File: src/hw/rtl/pmpo_pkg.sv
// ----------------------------------------------------------------------------
// Perturb-and-observe MPPT package
// Shared widths, reset values, register indexes and stage types.
// ----------------------------------------------------------------------------
package pmpo_pkg;

   localparam int SAMPLE_BITS = 10;
   localparam int COMPARE_MAX = 255;
   localparam int COMPARE_BITS = $clog2(COMPARE_MAX + 1);
   localparam int POWER_BITS = 2 * SAMPLE_BITS;

   localparam int SAMPLE_FIELD_BITS = 10;
   localparam int COMPARE_FIELD_BITS = 8;
   localparam int POWER_FIELD_BITS = 20;

   localparam int THRESHOLD_BITS = 10;
   localparam int MIN_POWER_BITS = 20;
   localparam int COUNT_BITS = 16;
   localparam int CSR_DATA_BITS = 20;
   localparam int CSR_INDEX_BITS = 2;

   localparam int THR_CMP_BITS = (SAMPLE_BITS > THRESHOLD_BITS) ? SAMPLE_BITS : THRESHOLD_BITS;
   localparam int PWR_CMP_BITS = (POWER_BITS > MIN_POWER_BITS) ? POWER_BITS : MIN_POWER_BITS;

   localparam logic [COMPARE_BITS-1:0] COMPARE_TOP = COMPARE_BITS'(COMPARE_MAX);

   localparam logic [THRESHOLD_BITS-1:0] LOW_CELL_RESET = THRESHOLD_BITS'(202);
   localparam logic [THRESHOLD_BITS-1:0] BATTERY_FULL_RESET = THRESHOLD_BITS'(680);
   localparam logic [MIN_POWER_BITS-1:0] MIN_POWER_RESET = MIN_POWER_BITS'(2000);
   localparam logic [COUNT_BITS-1:0] SLEEP_LIMIT_RESET = COUNT_BITS'(60000);

   typedef enum logic [CSR_INDEX_BITS-1:0] {
      CSR_LOW_CELL_THRESHOLD = 2'd0,
      CSR_BATTERY_FULL_THRESHOLD = 2'd1,
      CSR_MIN_POWER = 2'd2,
      CSR_SLEEP_COUNT_LIMIT = 2'd3
   } csr_index_type;

   typedef struct packed {
      logic [THRESHOLD_BITS-1:0] low_cell_threshold;
      logic [THRESHOLD_BITS-1:0] battery_full_threshold;
      logic [MIN_POWER_BITS-1:0] min_power;
      logic [COUNT_BITS-1:0] sleep_count_limit;
   } cfg_type;

   typedef struct packed {
      logic [SAMPLE_BITS-1:0] panel_volt;
      logic [SAMPLE_BITS-1:0] panel_curr;
      logic [SAMPLE_BITS-1:0] battery_voltage;
   } sample_type;

   typedef struct packed {
      logic advance;
      logic sleeping;
   } step_status_type;

endpackage

File: src/hw/rtl/pmpo_if.sv
// ----------------------------------------------------------------------------
// Perturb-and-observe MPPT channel interfaces
// Valid/ready channels for sample sets and step results.
// ----------------------------------------------------------------------------
interface pmpo_req_if;
   logic valid;
   logic ready;
   logic [pmpo_pkg::SAMPLE_FIELD_BITS-1:0] cell_voltage_sample;
   logic [pmpo_pkg::SAMPLE_FIELD_BITS-1:0] cell_current_sample;
   logic [pmpo_pkg::SAMPLE_FIELD_BITS-1:0] battery_voltage_sample;

   modport source (
      output valid, cell_voltage_sample, cell_current_sample, battery_voltage_sample,
      input ready
   );
   modport sink (
      input valid, cell_voltage_sample, cell_current_sample, battery_voltage_sample,
      output ready
   );
endinterface

interface pmpo_rsp_if;
   logic valid;
   logic ready;
   logic [pmpo_pkg::COMPARE_FIELD_BITS-1:0] pwm_compare;
   logic pwm_enabled;
   logic [pmpo_pkg::POWER_FIELD_BITS-1:0] power_measure;

   modport source (
      output valid, pwm_compare, pwm_enabled, power_measure,
      input ready
   );
   modport sink (
      input valid, pwm_compare, pwm_enabled, power_measure,
      output ready
   );
endinterface

File: src/hw/rtl/pmpo_csr.sv
// ----------------------------------------------------------------------------
// Perturb-and-observe MPPT configuration registers
// Write-only threshold and limit registers with reset defaults.
// ----------------------------------------------------------------------------
module pmpo_csr (
   input  logic clock,
   input  logic reset,
   input  logic csr_write_enable,
   input  logic [pmpo_pkg::CSR_INDEX_BITS-1:0] csr_index,
   input  logic [pmpo_pkg::CSR_DATA_BITS-1:0] csr_write_data,
   output pmpo_pkg::cfg_type cfg
);

   pmpo_pkg::cfg_type cfg_ff;
   pmpo_pkg::cfg_type cfg_in;

   always_comb begin
      cfg_in = cfg_ff;
      if (csr_write_enable) begin
         unique case (pmpo_pkg::csr_index_type'(csr_index))
            pmpo_pkg::CSR_LOW_CELL_THRESHOLD: begin
               cfg_in.low_cell_threshold = csr_write_data[pmpo_pkg::THRESHOLD_BITS-1:0];
            end
            pmpo_pkg::CSR_BATTERY_FULL_THRESHOLD: begin
               cfg_in.battery_full_threshold = csr_write_data[pmpo_pkg::THRESHOLD_BITS-1:0];
            end
            pmpo_pkg::CSR_MIN_POWER: begin
               cfg_in.min_power = csr_write_data[pmpo_pkg::MIN_POWER_BITS-1:0];
            end
            pmpo_pkg::CSR_SLEEP_COUNT_LIMIT: begin
               cfg_in.sleep_count_limit = csr_write_data[pmpo_pkg::COUNT_BITS-1:0];
            end
         endcase
      end
   end

   always_ff @(posedge clock) begin
      if (reset) begin
         cfg_ff.low_cell_threshold <= pmpo_pkg::LOW_CELL_RESET;
         cfg_ff.battery_full_threshold <= pmpo_pkg::BATTERY_FULL_RESET;
         cfg_ff.min_power <= pmpo_pkg::MIN_POWER_RESET;
         cfg_ff.sleep_count_limit <= pmpo_pkg::SLEEP_LIMIT_RESET;
      end else begin
         cfg_ff <= cfg_in;
      end
   end

   assign cfg = cfg_ff;

endmodule

File: src/hw/rtl/pmpo_input_stage.sv
// ----------------------------------------------------------------------------
// Perturb-and-observe MPPT input stage
// Registers one sample set beat and holds it until the step stage takes it.
// ----------------------------------------------------------------------------
module pmpo_input_stage (
   input  logic clock,
   input  logic reset,
   pmpo_req_if.sink req_chan,
   input  logic advance,
   output pmpo_pkg::sample_type sample,
   output logic sample_valid
);

   logic valid_ff;
   logic valid_in;
   pmpo_pkg::sample_type sample_ff;
   pmpo_pkg::sample_type sample_in;
   logic take;

   assign req_chan.ready = !valid_ff || advance;
   assign take = req_chan.valid && req_chan.ready;

   always_comb begin
      valid_in = valid_ff;
      sample_in = sample_ff;
      if (take) begin
         valid_in = 1'b1;
         sample_in.panel_volt = pmpo_pkg::SAMPLE_BITS'(req_chan.cell_voltage_sample);
         sample_in.panel_curr = pmpo_pkg::SAMPLE_BITS'(req_chan.cell_current_sample);
         sample_in.battery_voltage = pmpo_pkg::SAMPLE_BITS'(req_chan.battery_voltage_sample);
      end else if (advance) begin
         valid_in = 1'b0;
      end
   end

   always_ff @(posedge clock) begin
      if (reset) begin
         valid_ff <= 1'b0;
      end else begin
         valid_ff <= valid_in;
      end
   end

   always_ff @(posedge clock) begin
      sample_ff <= sample_in;
   end

   assign sample = sample_ff;
   assign sample_valid = valid_ff;

endmodule

File: src/hw/rtl/pmpo_step.sv
// ----------------------------------------------------------------------------
// Perturb-and-observe MPPT step stage
// Forms power, steps the compare value, tracks sleep, registers the result.
// ----------------------------------------------------------------------------
module pmpo_step (
   input  logic clock,
   input  logic reset,
   input  pmpo_pkg::cfg_type cfg,
   input  pmpo_pkg::sample_type sample,
   input  logic sample_valid,
   pmpo_rsp_if.source rsp_chan,
   output pmpo_pkg::step_status_type status
);

   logic [pmpo_pkg::COMPARE_BITS-1:0] compare_ff, compare_in;
   logic [pmpo_pkg::POWER_BITS-1:0] prev_power_ff, prev_power_in;
   logic [pmpo_pkg::SAMPLE_BITS-1:0] prev_voltage_ff, prev_voltage_in;
   logic [pmpo_pkg::COUNT_BITS-1:0] count_ff, count_in;
   logic sleeping_ff, sleeping_in;

   logic out_valid_ff, out_valid_in;
   logic [pmpo_pkg::COMPARE_FIELD_BITS-1:0] out_compare_ff, out_compare_in;
   logic out_enabled_ff, out_enabled_in;
   logic [pmpo_pkg::POWER_FIELD_BITS-1:0] out_power_ff, out_power_in;

   logic advance;
   logic [pmpo_pkg::POWER_BITS-1:0] power;
   logic [pmpo_pkg::THR_CMP_BITS-1:0] volt_cmp, batt_cmp, low_cmp, full_cmp;
   logic [pmpo_pkg::COUNT_BITS-1:0] count_inc;
   logic forced, power_rose, volt_rose, step_down, low_power;

   assign advance = sample_valid && (!out_valid_ff || rsp_chan.ready);

   assign power = pmpo_pkg::POWER_BITS'(sample.panel_volt)
      * pmpo_pkg::POWER_BITS'(sample.panel_curr);
   assign volt_cmp = pmpo_pkg::THR_CMP_BITS'(sample.panel_volt);
   assign batt_cmp = pmpo_pkg::THR_CMP_BITS'(sample.battery_voltage);
   assign low_cmp = pmpo_pkg::THR_CMP_BITS'(cfg.low_cell_threshold);
   assign full_cmp = pmpo_pkg::THR_CMP_BITS'(cfg.battery_full_threshold);
   assign forced = (volt_cmp < low_cmp) || (batt_cmp > full_cmp);
   assign power_rose = power > prev_power_ff;
   assign volt_rose = sample.panel_volt > prev_voltage_ff;
   assign step_down = !forced && (power_rose == volt_rose);
   assign low_power = pmpo_pkg::PWR_CMP_BITS'(power) < pmpo_pkg::PWR_CMP_BITS'(cfg.min_power);
   assign count_inc = count_ff + 1'b1;

   always_comb begin
      compare_in = compare_ff;
      prev_power_in = prev_power_ff;
      prev_voltage_in = prev_voltage_ff;
      count_in = count_ff;
      sleeping_in = sleeping_ff;
      out_enabled_in = 1'b0;
      out_power_in = '0;
      if (sleeping_ff) begin
         if (volt_cmp >= low_cmp) begin
            sleeping_in = 1'b0;
            compare_in = pmpo_pkg::COMPARE_TOP;
            out_enabled_in = 1'b1;
         end
      end else begin
         if (step_down) begin
            if (compare_ff != '0) begin
               compare_in = compare_ff - 1'b1;
            end
         end else if (compare_ff < pmpo_pkg::COMPARE_TOP) begin
            compare_in = compare_ff + 1'b1;
         end
         prev_power_in = power;
         prev_voltage_in = sample.panel_volt;
         out_enabled_in = 1'b1;
         out_power_in = pmpo_pkg::POWER_FIELD_BITS'(power);
         if (low_power) begin
            count_in = count_inc;
            if (count_inc > cfg.sleep_count_limit) begin
               count_in = '0;
               sleeping_in = 1'b1;
               out_enabled_in = 1'b0;
            end
         end else begin
            count_in = '0;
         end
      end
      out_compare_in = pmpo_pkg::COMPARE_FIELD_BITS'(compare_in);
   end

   always_comb begin
      out_valid_in = out_valid_ff;
      if (advance) begin
         out_valid_in = 1'b1;
      end else if (rsp_chan.ready) begin
         out_valid_in = 1'b0;
      end
   end

   always_ff @(posedge clock) begin
      if (reset) begin
         compare_ff <= pmpo_pkg::COMPARE_TOP;
         prev_power_ff <= '0;
         prev_voltage_ff <= '0;
         count_ff <= '0;
         sleeping_ff <= 1'b0;
         out_valid_ff <= 1'b0;
      end else begin
         out_valid_ff <= out_valid_in;
         if (advance) begin
            compare_ff <= compare_in;
            prev_power_ff <= prev_power_in;
            prev_voltage_ff <= prev_voltage_in;
            count_ff <= count_in;
            sleeping_ff <= sleeping_in;
         end
      end
   end

   always_ff @(posedge clock) begin
      if (advance) begin
         out_compare_ff <= out_compare_in;
         out_enabled_ff <= out_enabled_in;
         out_power_ff <= out_power_in;
      end
   end

   assign rsp_chan.valid = out_valid_ff;
   assign rsp_chan.pwm_compare = out_compare_ff;
   assign rsp_chan.pwm_enabled = out_enabled_ff;
   assign rsp_chan.power_measure = out_power_ff;

   assign status.advance = advance;
   assign status.sleeping = sleeping_ff;

endmodule

File: src/hw/rtl/solar_mppt_perturb_observe_core.sv
// ----------------------------------------------------------------------------
// Solar perturb-and-observe MPPT core
// Each sample beat is registered in the input stage, then its result beat in the step stage's output register.
// Throughput: one sample beat per cycle while the result channel is not stalled.
// A stalled result holds its register while the input register takes one more beat.
// Synchronous reset restores default registers, compare value at maximum, running.
// ----------------------------------------------------------------------------
module solar_mppt_perturb_observe_core (
   input  logic clock,
   input  logic reset,
   pmpo_req_if.sink req_chan,
   pmpo_rsp_if.source rsp_chan,
   input  logic csr_write_enable,
   input  logic [pmpo_pkg::CSR_INDEX_BITS-1:0] csr_index,
   input  logic [pmpo_pkg::CSR_DATA_BITS-1:0] csr_write_data
);

   pmpo_pkg::cfg_type cfg;
   pmpo_pkg::sample_type sample;
   logic sample_valid;
   pmpo_pkg::step_status_type status;

   pmpo_csr u_csr (
      .clock(clock),
      .reset(reset),
      .csr_write_enable(csr_write_enable),
      .csr_index(csr_index),
      .csr_write_data(csr_write_data),
      .cfg(cfg)
   );

   pmpo_input_stage u_input_stage (
      .clock(clock),
      .reset(reset),
      .req_chan(req_chan),
      .advance(status.advance),
      .sample(sample),
      .sample_valid(sample_valid)
   );

   pmpo_step u_step (
      .clock(clock),
      .reset(reset),
      .cfg(cfg),
      .sample(sample),
      .sample_valid(sample_valid),
      .rsp_chan(rsp_chan),
      .status(status)
   );

`ifndef SYNTH
   // Every step taken shows up as a result beat in the next cycle.
   assert property (@(posedge clock) disable iff (reset)
      status.advance |=> rsp_chan.valid)
      else $error("step taken without a result beat");

   // A step taken while asleep never reports power.
   assert property (@(posedge clock) disable iff (reset)
      (status.advance && status.sleeping) |=> (rsp_chan.power_measure == '0))
      else $error("sleeping step reported nonzero power");

   // Waking resumes PWM at the top compare value.
   assert property (@(posedge clock) disable iff (reset)
      ($fell(status.sleeping) && rsp_chan.valid) |->
         (rsp_chan.pwm_enabled && (rsp_chan.pwm_compare ==
            pmpo_pkg::COMPARE_FIELD_BITS'(pmpo_pkg::COMPARE_MAX))))
      else $error("wake step did not restart at top compare value");
`endif

endmodule

File: src/flat_wrapper.sv
// flat-port wrapper written by rule: the top's interface ports become plain ports
module solar_mppt_perturb_observe_core_flat 
  (clock, reset, csr_write_enable, csr_index, csr_write_data, req_chan_valid, req_chan_cell_voltage_sample, req_chan_cell_current_sample, req_chan_battery_voltage_sample, req_chan_ready, rsp_chan_valid, rsp_chan_pwm_compare, rsp_chan_pwm_enabled, rsp_chan_power_measure, rsp_chan_ready);
  pmpo_req_if req_chan_i ();
  pmpo_rsp_if rsp_chan_i ();
  input  logic clock;
  input  logic reset;
  input  logic csr_write_enable;
  input  logic [pmpo_pkg::CSR_INDEX_BITS-1:0] csr_index;
  input  logic [pmpo_pkg::CSR_DATA_BITS-1:0] csr_write_data;
  input wire logic [$bits(req_chan_i.valid)-1:0] req_chan_valid;
  input wire logic [$bits(req_chan_i.cell_voltage_sample)-1:0] req_chan_cell_voltage_sample;
  input wire logic [$bits(req_chan_i.cell_current_sample)-1:0] req_chan_cell_current_sample;
  input wire logic [$bits(req_chan_i.battery_voltage_sample)-1:0] req_chan_battery_voltage_sample;
  output wire logic [$bits(req_chan_i.ready)-1:0] req_chan_ready;
  output wire logic [$bits(rsp_chan_i.valid)-1:0] rsp_chan_valid;
  output wire logic [$bits(rsp_chan_i.pwm_compare)-1:0] rsp_chan_pwm_compare;
  output wire logic [$bits(rsp_chan_i.pwm_enabled)-1:0] rsp_chan_pwm_enabled;
  output wire logic [$bits(rsp_chan_i.power_measure)-1:0] rsp_chan_power_measure;
  input wire logic [$bits(rsp_chan_i.ready)-1:0] rsp_chan_ready;
  assign req_chan_i.valid = req_chan_valid;
  assign req_chan_i.cell_voltage_sample = req_chan_cell_voltage_sample;
  assign req_chan_i.cell_current_sample = req_chan_cell_current_sample;
  assign req_chan_i.battery_voltage_sample = req_chan_battery_voltage_sample;
  assign req_chan_ready = req_chan_i.ready;
  assign rsp_chan_valid = rsp_chan_i.valid;
  assign rsp_chan_pwm_compare = rsp_chan_i.pwm_compare;
  assign rsp_chan_pwm_enabled = rsp_chan_i.pwm_enabled;
  assign rsp_chan_power_measure = rsp_chan_i.power_measure;
  assign rsp_chan_i.ready = rsp_chan_ready;
  solar_mppt_perturb_observe_core u_core (.clock(clock), .reset(reset), .req_chan(req_chan_i), .rsp_chan(rsp_chan_i), .csr_write_enable(csr_write_enable), .csr_index(csr_index), .csr_write_data(csr_write_data));
endmodule
File: config.mk
export PLATFORM = sky130hd
export DESIGN_NAME = solar_mppt_perturb_observe_core_flat
export DESIGN_NICKNAME = d
export VERILOG_FILES = /design/src/hw/rtl/pmpo_pkg.sv /design/src/hw/rtl/pmpo_if.sv /design/src/hw/rtl/pmpo_csr.sv /design/src/hw/rtl/pmpo_input_stage.sv /design/src/hw/rtl/pmpo_step.sv /design/src/hw/rtl/solar_mppt_perturb_observe_core.sv /design/src/flat_wrapper.sv
export SDC_FILE = /design/constraint.sdc
export NUM_CORES = 1
export LEC_CHECK = 0
export BUFFER_PORTS_ARGS = -buffer_cell sky130_fd_sc_hd__buf_2
export CORE_ASPECT_RATIO = 0.75
export CORE_UTILIZATION = 64
export CTS_BUF_LIST = sky130_fd_sc_hd__clkbuf_8
export DETAILED_ROUTE_END_ITERATION = 8
export GPL_TIMING_DRIVEN = 1
export PLACE_DENSITY_LB_ADDON = 0.15
export SYNTH_ARGS = -nofsm -noshare
export SYNTH_HDL_FRONTEND = slang
export SYNTH_SLANG_ARGS = --single-unit
export TNS_END_PERCENT = 10
File: constraint.sdc
create_clock -name clock -period 19.1 [get_ports clock]
set_input_delay 3.82 -clock clock [delete_from_list [all_inputs] [get_ports clock]]
set_output_delay 3.82 -clock clock [all_outputs]
set_load 0.01 [all_outputs]
==> impl_metrics.tcl <==
set metrics [dict create \
    max_stage_delay_ps 710 \
    post_cts_resize_count 0 \
    grt_usage_pct 30.6 \
    cell_internal_power_uw 1050 \
    worst_r2r_endpoint "u_core.u_step.rsp_chan.pwm_compare[0]" \
    final.setup.tns_ps 0 \
    num_antenna_cells 0 \
    drive_above_1_share_pct 9.54 \
    n_fill_cell 1462 \
    globalRoute.totalOverflow 0 \
    worstRegToRegCells 29 \
    finalSetupViolCount 0 \
    end_kind "flip-flop" \
    synth-main-ff-cell "dfxtp_1" \
    syn_inst 1385 \
    yosysSeqAreaShare_pct 33.3 \
    drt_pre_antenna_iters 6 \
    power_density_over_cell_area_mw_per_mm2 149 \
    pwr-share-comb_pct 61.0 \
    gp_congestion 0.971 \
    p_leak_uw 0.00582 \
    post_cts.repair.setup_buffers 0 \
    synth_edf_count 59 \
    cp_slowest_cell "edfxtp_1" \
    holdBufCountCts 0 \
    worst_skew_pair.late_latency_ps 480 \
    timing.critical_path.from_type "flip-flop" \
    std_cell_rows 43 \
    power.share.switching_pct 46.0 \
    r2r_start "u_core.u_input_stage.sample[24]" \
    grt_antenna_before_repair 0 \
    fp.dieW_um 161 \
    worst_path_max_fanout 13 \
    postSynthRegisterBits 172 \
    peakVddDrop_mv 0.106 \
    timing.hold.worst.start "u_core.u_step.prev_voltage_ff[8]" \
    via_count 9654 \
    wl_per_cell_um 16.7 \
    cts_inserted_buffers 17 \
    grt_max_degree 90 \
    total_switching_power_uw 896 \
    fin_skew_ps 16.8 \
    timing.hold.ws_ps 458 \
    post-route-util_pct 70.6 \
    avgSynthCellArea_um2 8.76 \
    start_util_pct 65.5 \
    placement.setup.worst_slack_ps 10430 \
    fmax_mhz 114 \
    fin_ws_ps 10340 \
    die_h_um 121 \
    cts_tree "done" \
    grt_pass1_vias 9277 \
    share_of_synthesized_registers_carrying_an_async_set_or_reset_pct 0 \
    finalMaxSlewViolations 0 \
    synth.distinct_cells 66 \
    wirelength_um 28300 \
    ys_top_cells_by_area "dfxtp_1 19%, ha_1 15%, edfxtp_1 15%, fa_1 10%, nand2_1 6.7%" \
    critical-path-top-cell-by-count "fa_1" \
    cap_viol_max_count 0 \
    max-clock-path-buffers 2 \
    drtIter0Drc 747 \
    share_of_the_cycle_needed_by_the_critical_path_after_routing_pct 45.9 \
    drc 0 \
    rsz_0062_raised_after_global_routing "false" \
    cp.required_ps 19330 \
    p_r_area_growth_vs_syn_pct 7.76 \
    finalWorstPathRequiredPeriod_ps 8760 \
    worstSetupEndpoint "u_core.u_step.rsp_chan.pwm_compare[0]" \
    synth_nets 1648 \
    boundaryPins 88 \
    clock_transition_at_path_regs_ps 90 \
    outcome "complete, no violations" \
    synth_largest_area_cell "dfxtp_1" \
    yosys_warnings 0 \
    hpwlAfterDp_um 21400 \
    worst-endpoint-arrival_ps 8980 \
    synth_area_mm2 0.0121 \
    p_clk_share_pct 13.4 \
    wire_length_of_the_first_global_routing_pass_um 46500 \
    hold_path_class "reg -> reg" \
    synth_commonest_cells "216 x nand2_1, 176 x inv_1, 144 x ha_1" \
    port_buffers 87 \
    design.core.area_mm2 0.0185 \
    slew-limit-headroom_pct 22.7 \
    sequential_cell_fraction_of_total_power_pct 25.6 \
    cts_sinks 172 \
    synth_top_area_share_pct 18.7 \
    synthMostInstantiatedCell "nand2_1" \
    cts-root-buf "clkbuf_8" \
    drt.antenna.violating_nets 0 \
    cells_on_worst_hold_path 2 \
    cts.htree.levels 4 \
    design.die.area_mm2 0.0195 \
    total_nets_final 1696 \
    slack_of_the_worst_reg_to_reg_path_ps 10340 \
    worst-slew-pin-transition_ps 1160 \
    setup.worst_path.start "u_core.u_input_stage.sample[24]" \
    critPathKind "reg -> reg" \
    detail_route.vias_per_cell 5.70 \
    finalHoldViolCount 0 \
]
==> registers in the layout, indices dropped and copies added (netlist names) <==
| name | flops |
|---|---|
| u_core.u_csr.cfg | 56 |
| u_core.u_step.rsp_chan.power_measure | 20 |
| u_core.u_step.rsp_chan.valid | 1 |
| u_core.u_step.count_ff | 16 |
| u_core.u_step.rsp_chan.pwm_compare | 8 |
| u_core.u_step.compare_ff | 8 |
| u_core.u_step.rsp_chan.pwm_enabled | 1 |
| u_core.u_input_stage.sample | 30 |
| u_core.u_step.sleeping_ff | 1 |
| u_core.u_step.prev_voltage_ff | 10 |
| u_core.u_input_stage.sample_valid | 1 |
| u_core.u_step.prev_power_ff | 20 |
==> worst max-delay path: cells and delay by family (launching register included) <==
family	cells	cell delay (ps)
mux	1	370
flops	1	710
buf+inv	4	260
fa+ha+maj	7	3240
simple gates	3	570
compound gates	13	3140
xor+xnor	1	210
==> stage by stage <==
stage	area, um2	power (uW)	instances
finish	13100	1950	1693
global route	13100	2150	1693
CTS	13100	1950	1693
detailed placement	12700	1680	1661
global placement	12700	1650	1661
floorplan	12100	1390	1385
==> placed cells by master, fill, tap and decap left out, drive strengths merged, types with 5 or more instances in the layout <==
cell | Yosys | final
edfxtp | 59 | 59
a21oi | 115 | 115
o21a | 12 | 12
fa | 62 | 62
xnor2 | 21 | 21
nand2b | 6 | 6
buf | 7 | 94
nand4 | 18 | 18
nand3 | 37 | 37
mux2i | 5 | 5
nand2 | 216 | 216
nor3 | 19 | 19
ha | 144 | 144
o21ai | 22 | 22
clkinv | 2 | 5
o31ai | 9 | 9
a21o | 15 | 15
nor2b | 13 | 13
a211o | 5 | 5
and3 | 10 | 10
a31oi | 6 | 6
nor2 | 71 | 71
clkbuf | 58 | 17
and2 | 69 | 69
dfxtp | 113 | 113
o211ai | 28 | 28
inv | 176 | 185
a211oi | 11 | 11
xor2 | 11 | 11
==> routing by layer <==
layer  global-route usage, %  wire length [um]  up-vias
li1                        -                 -     4729
met1                    43.9             13200     4563
met2                    47.9             12800      324
met3                    5.19              1910       38
met4                    7.90               419        0
met5                       0                 0        -
==> kinds of logic (layout without fill, tap and decap cells) <==
logic type,count (synthesis),after routing,synth area share [%]
AND/OR/NAND/NOR,478,478,18.3
AO/OA/AOI/OAI,249,249,13.1
buffers and inverters,243,304,7.57
adder cells (fa/ha/maj),206,206,25.1
flip-flops,172,172,33.3
XOR/XNOR,32,32,2.31
multiplexers,5,5,0.413
==> worst min-delay path by stage <==
| stage | slack (ps) | end |
|---|---|---|
| final | 460 | u_core.u_step.prev_voltage_ff[8] |
| after global routing | 480 | u_core.u_csr.cfg[18] |
| after CTS | 460 | u_core.u_csr.cfg[37] |
| after detailed placement | 450 | u_core.u_csr.cfg[37] |
| after global placement | 440 | u_core.u_step.count_ff[9] |
| after floorplan | 430 | u_core.u_step.count_ff[9] |
==> cell type report <==
class	count	area (um2)	share of cell area [%]
Sequential cell	172	4030	30.9
Clock inverter	15	153	1.17
Multi-Input combinational cell	970	7180	55.0
Timing Repair Buffer	94	488	3.73
Inverter	178	668	5.11
Tap cell	247	309	2.36
Clock buffer	17	234	1.79
==> power by group through the flow <==
stage | Sequential, uW | Clock (uW) | Combinational [uW]
final | 499 | 261 | 1190
after global routing | 503 | 281 | 1360
after CTS | 497 | 265 | 1180
after detailed placement | 505 | 0 | 1170
after global placement | 505 | 0 | 1140
after floorplan | 497 | 0 | 891
(Power assumes the default switching activity.)
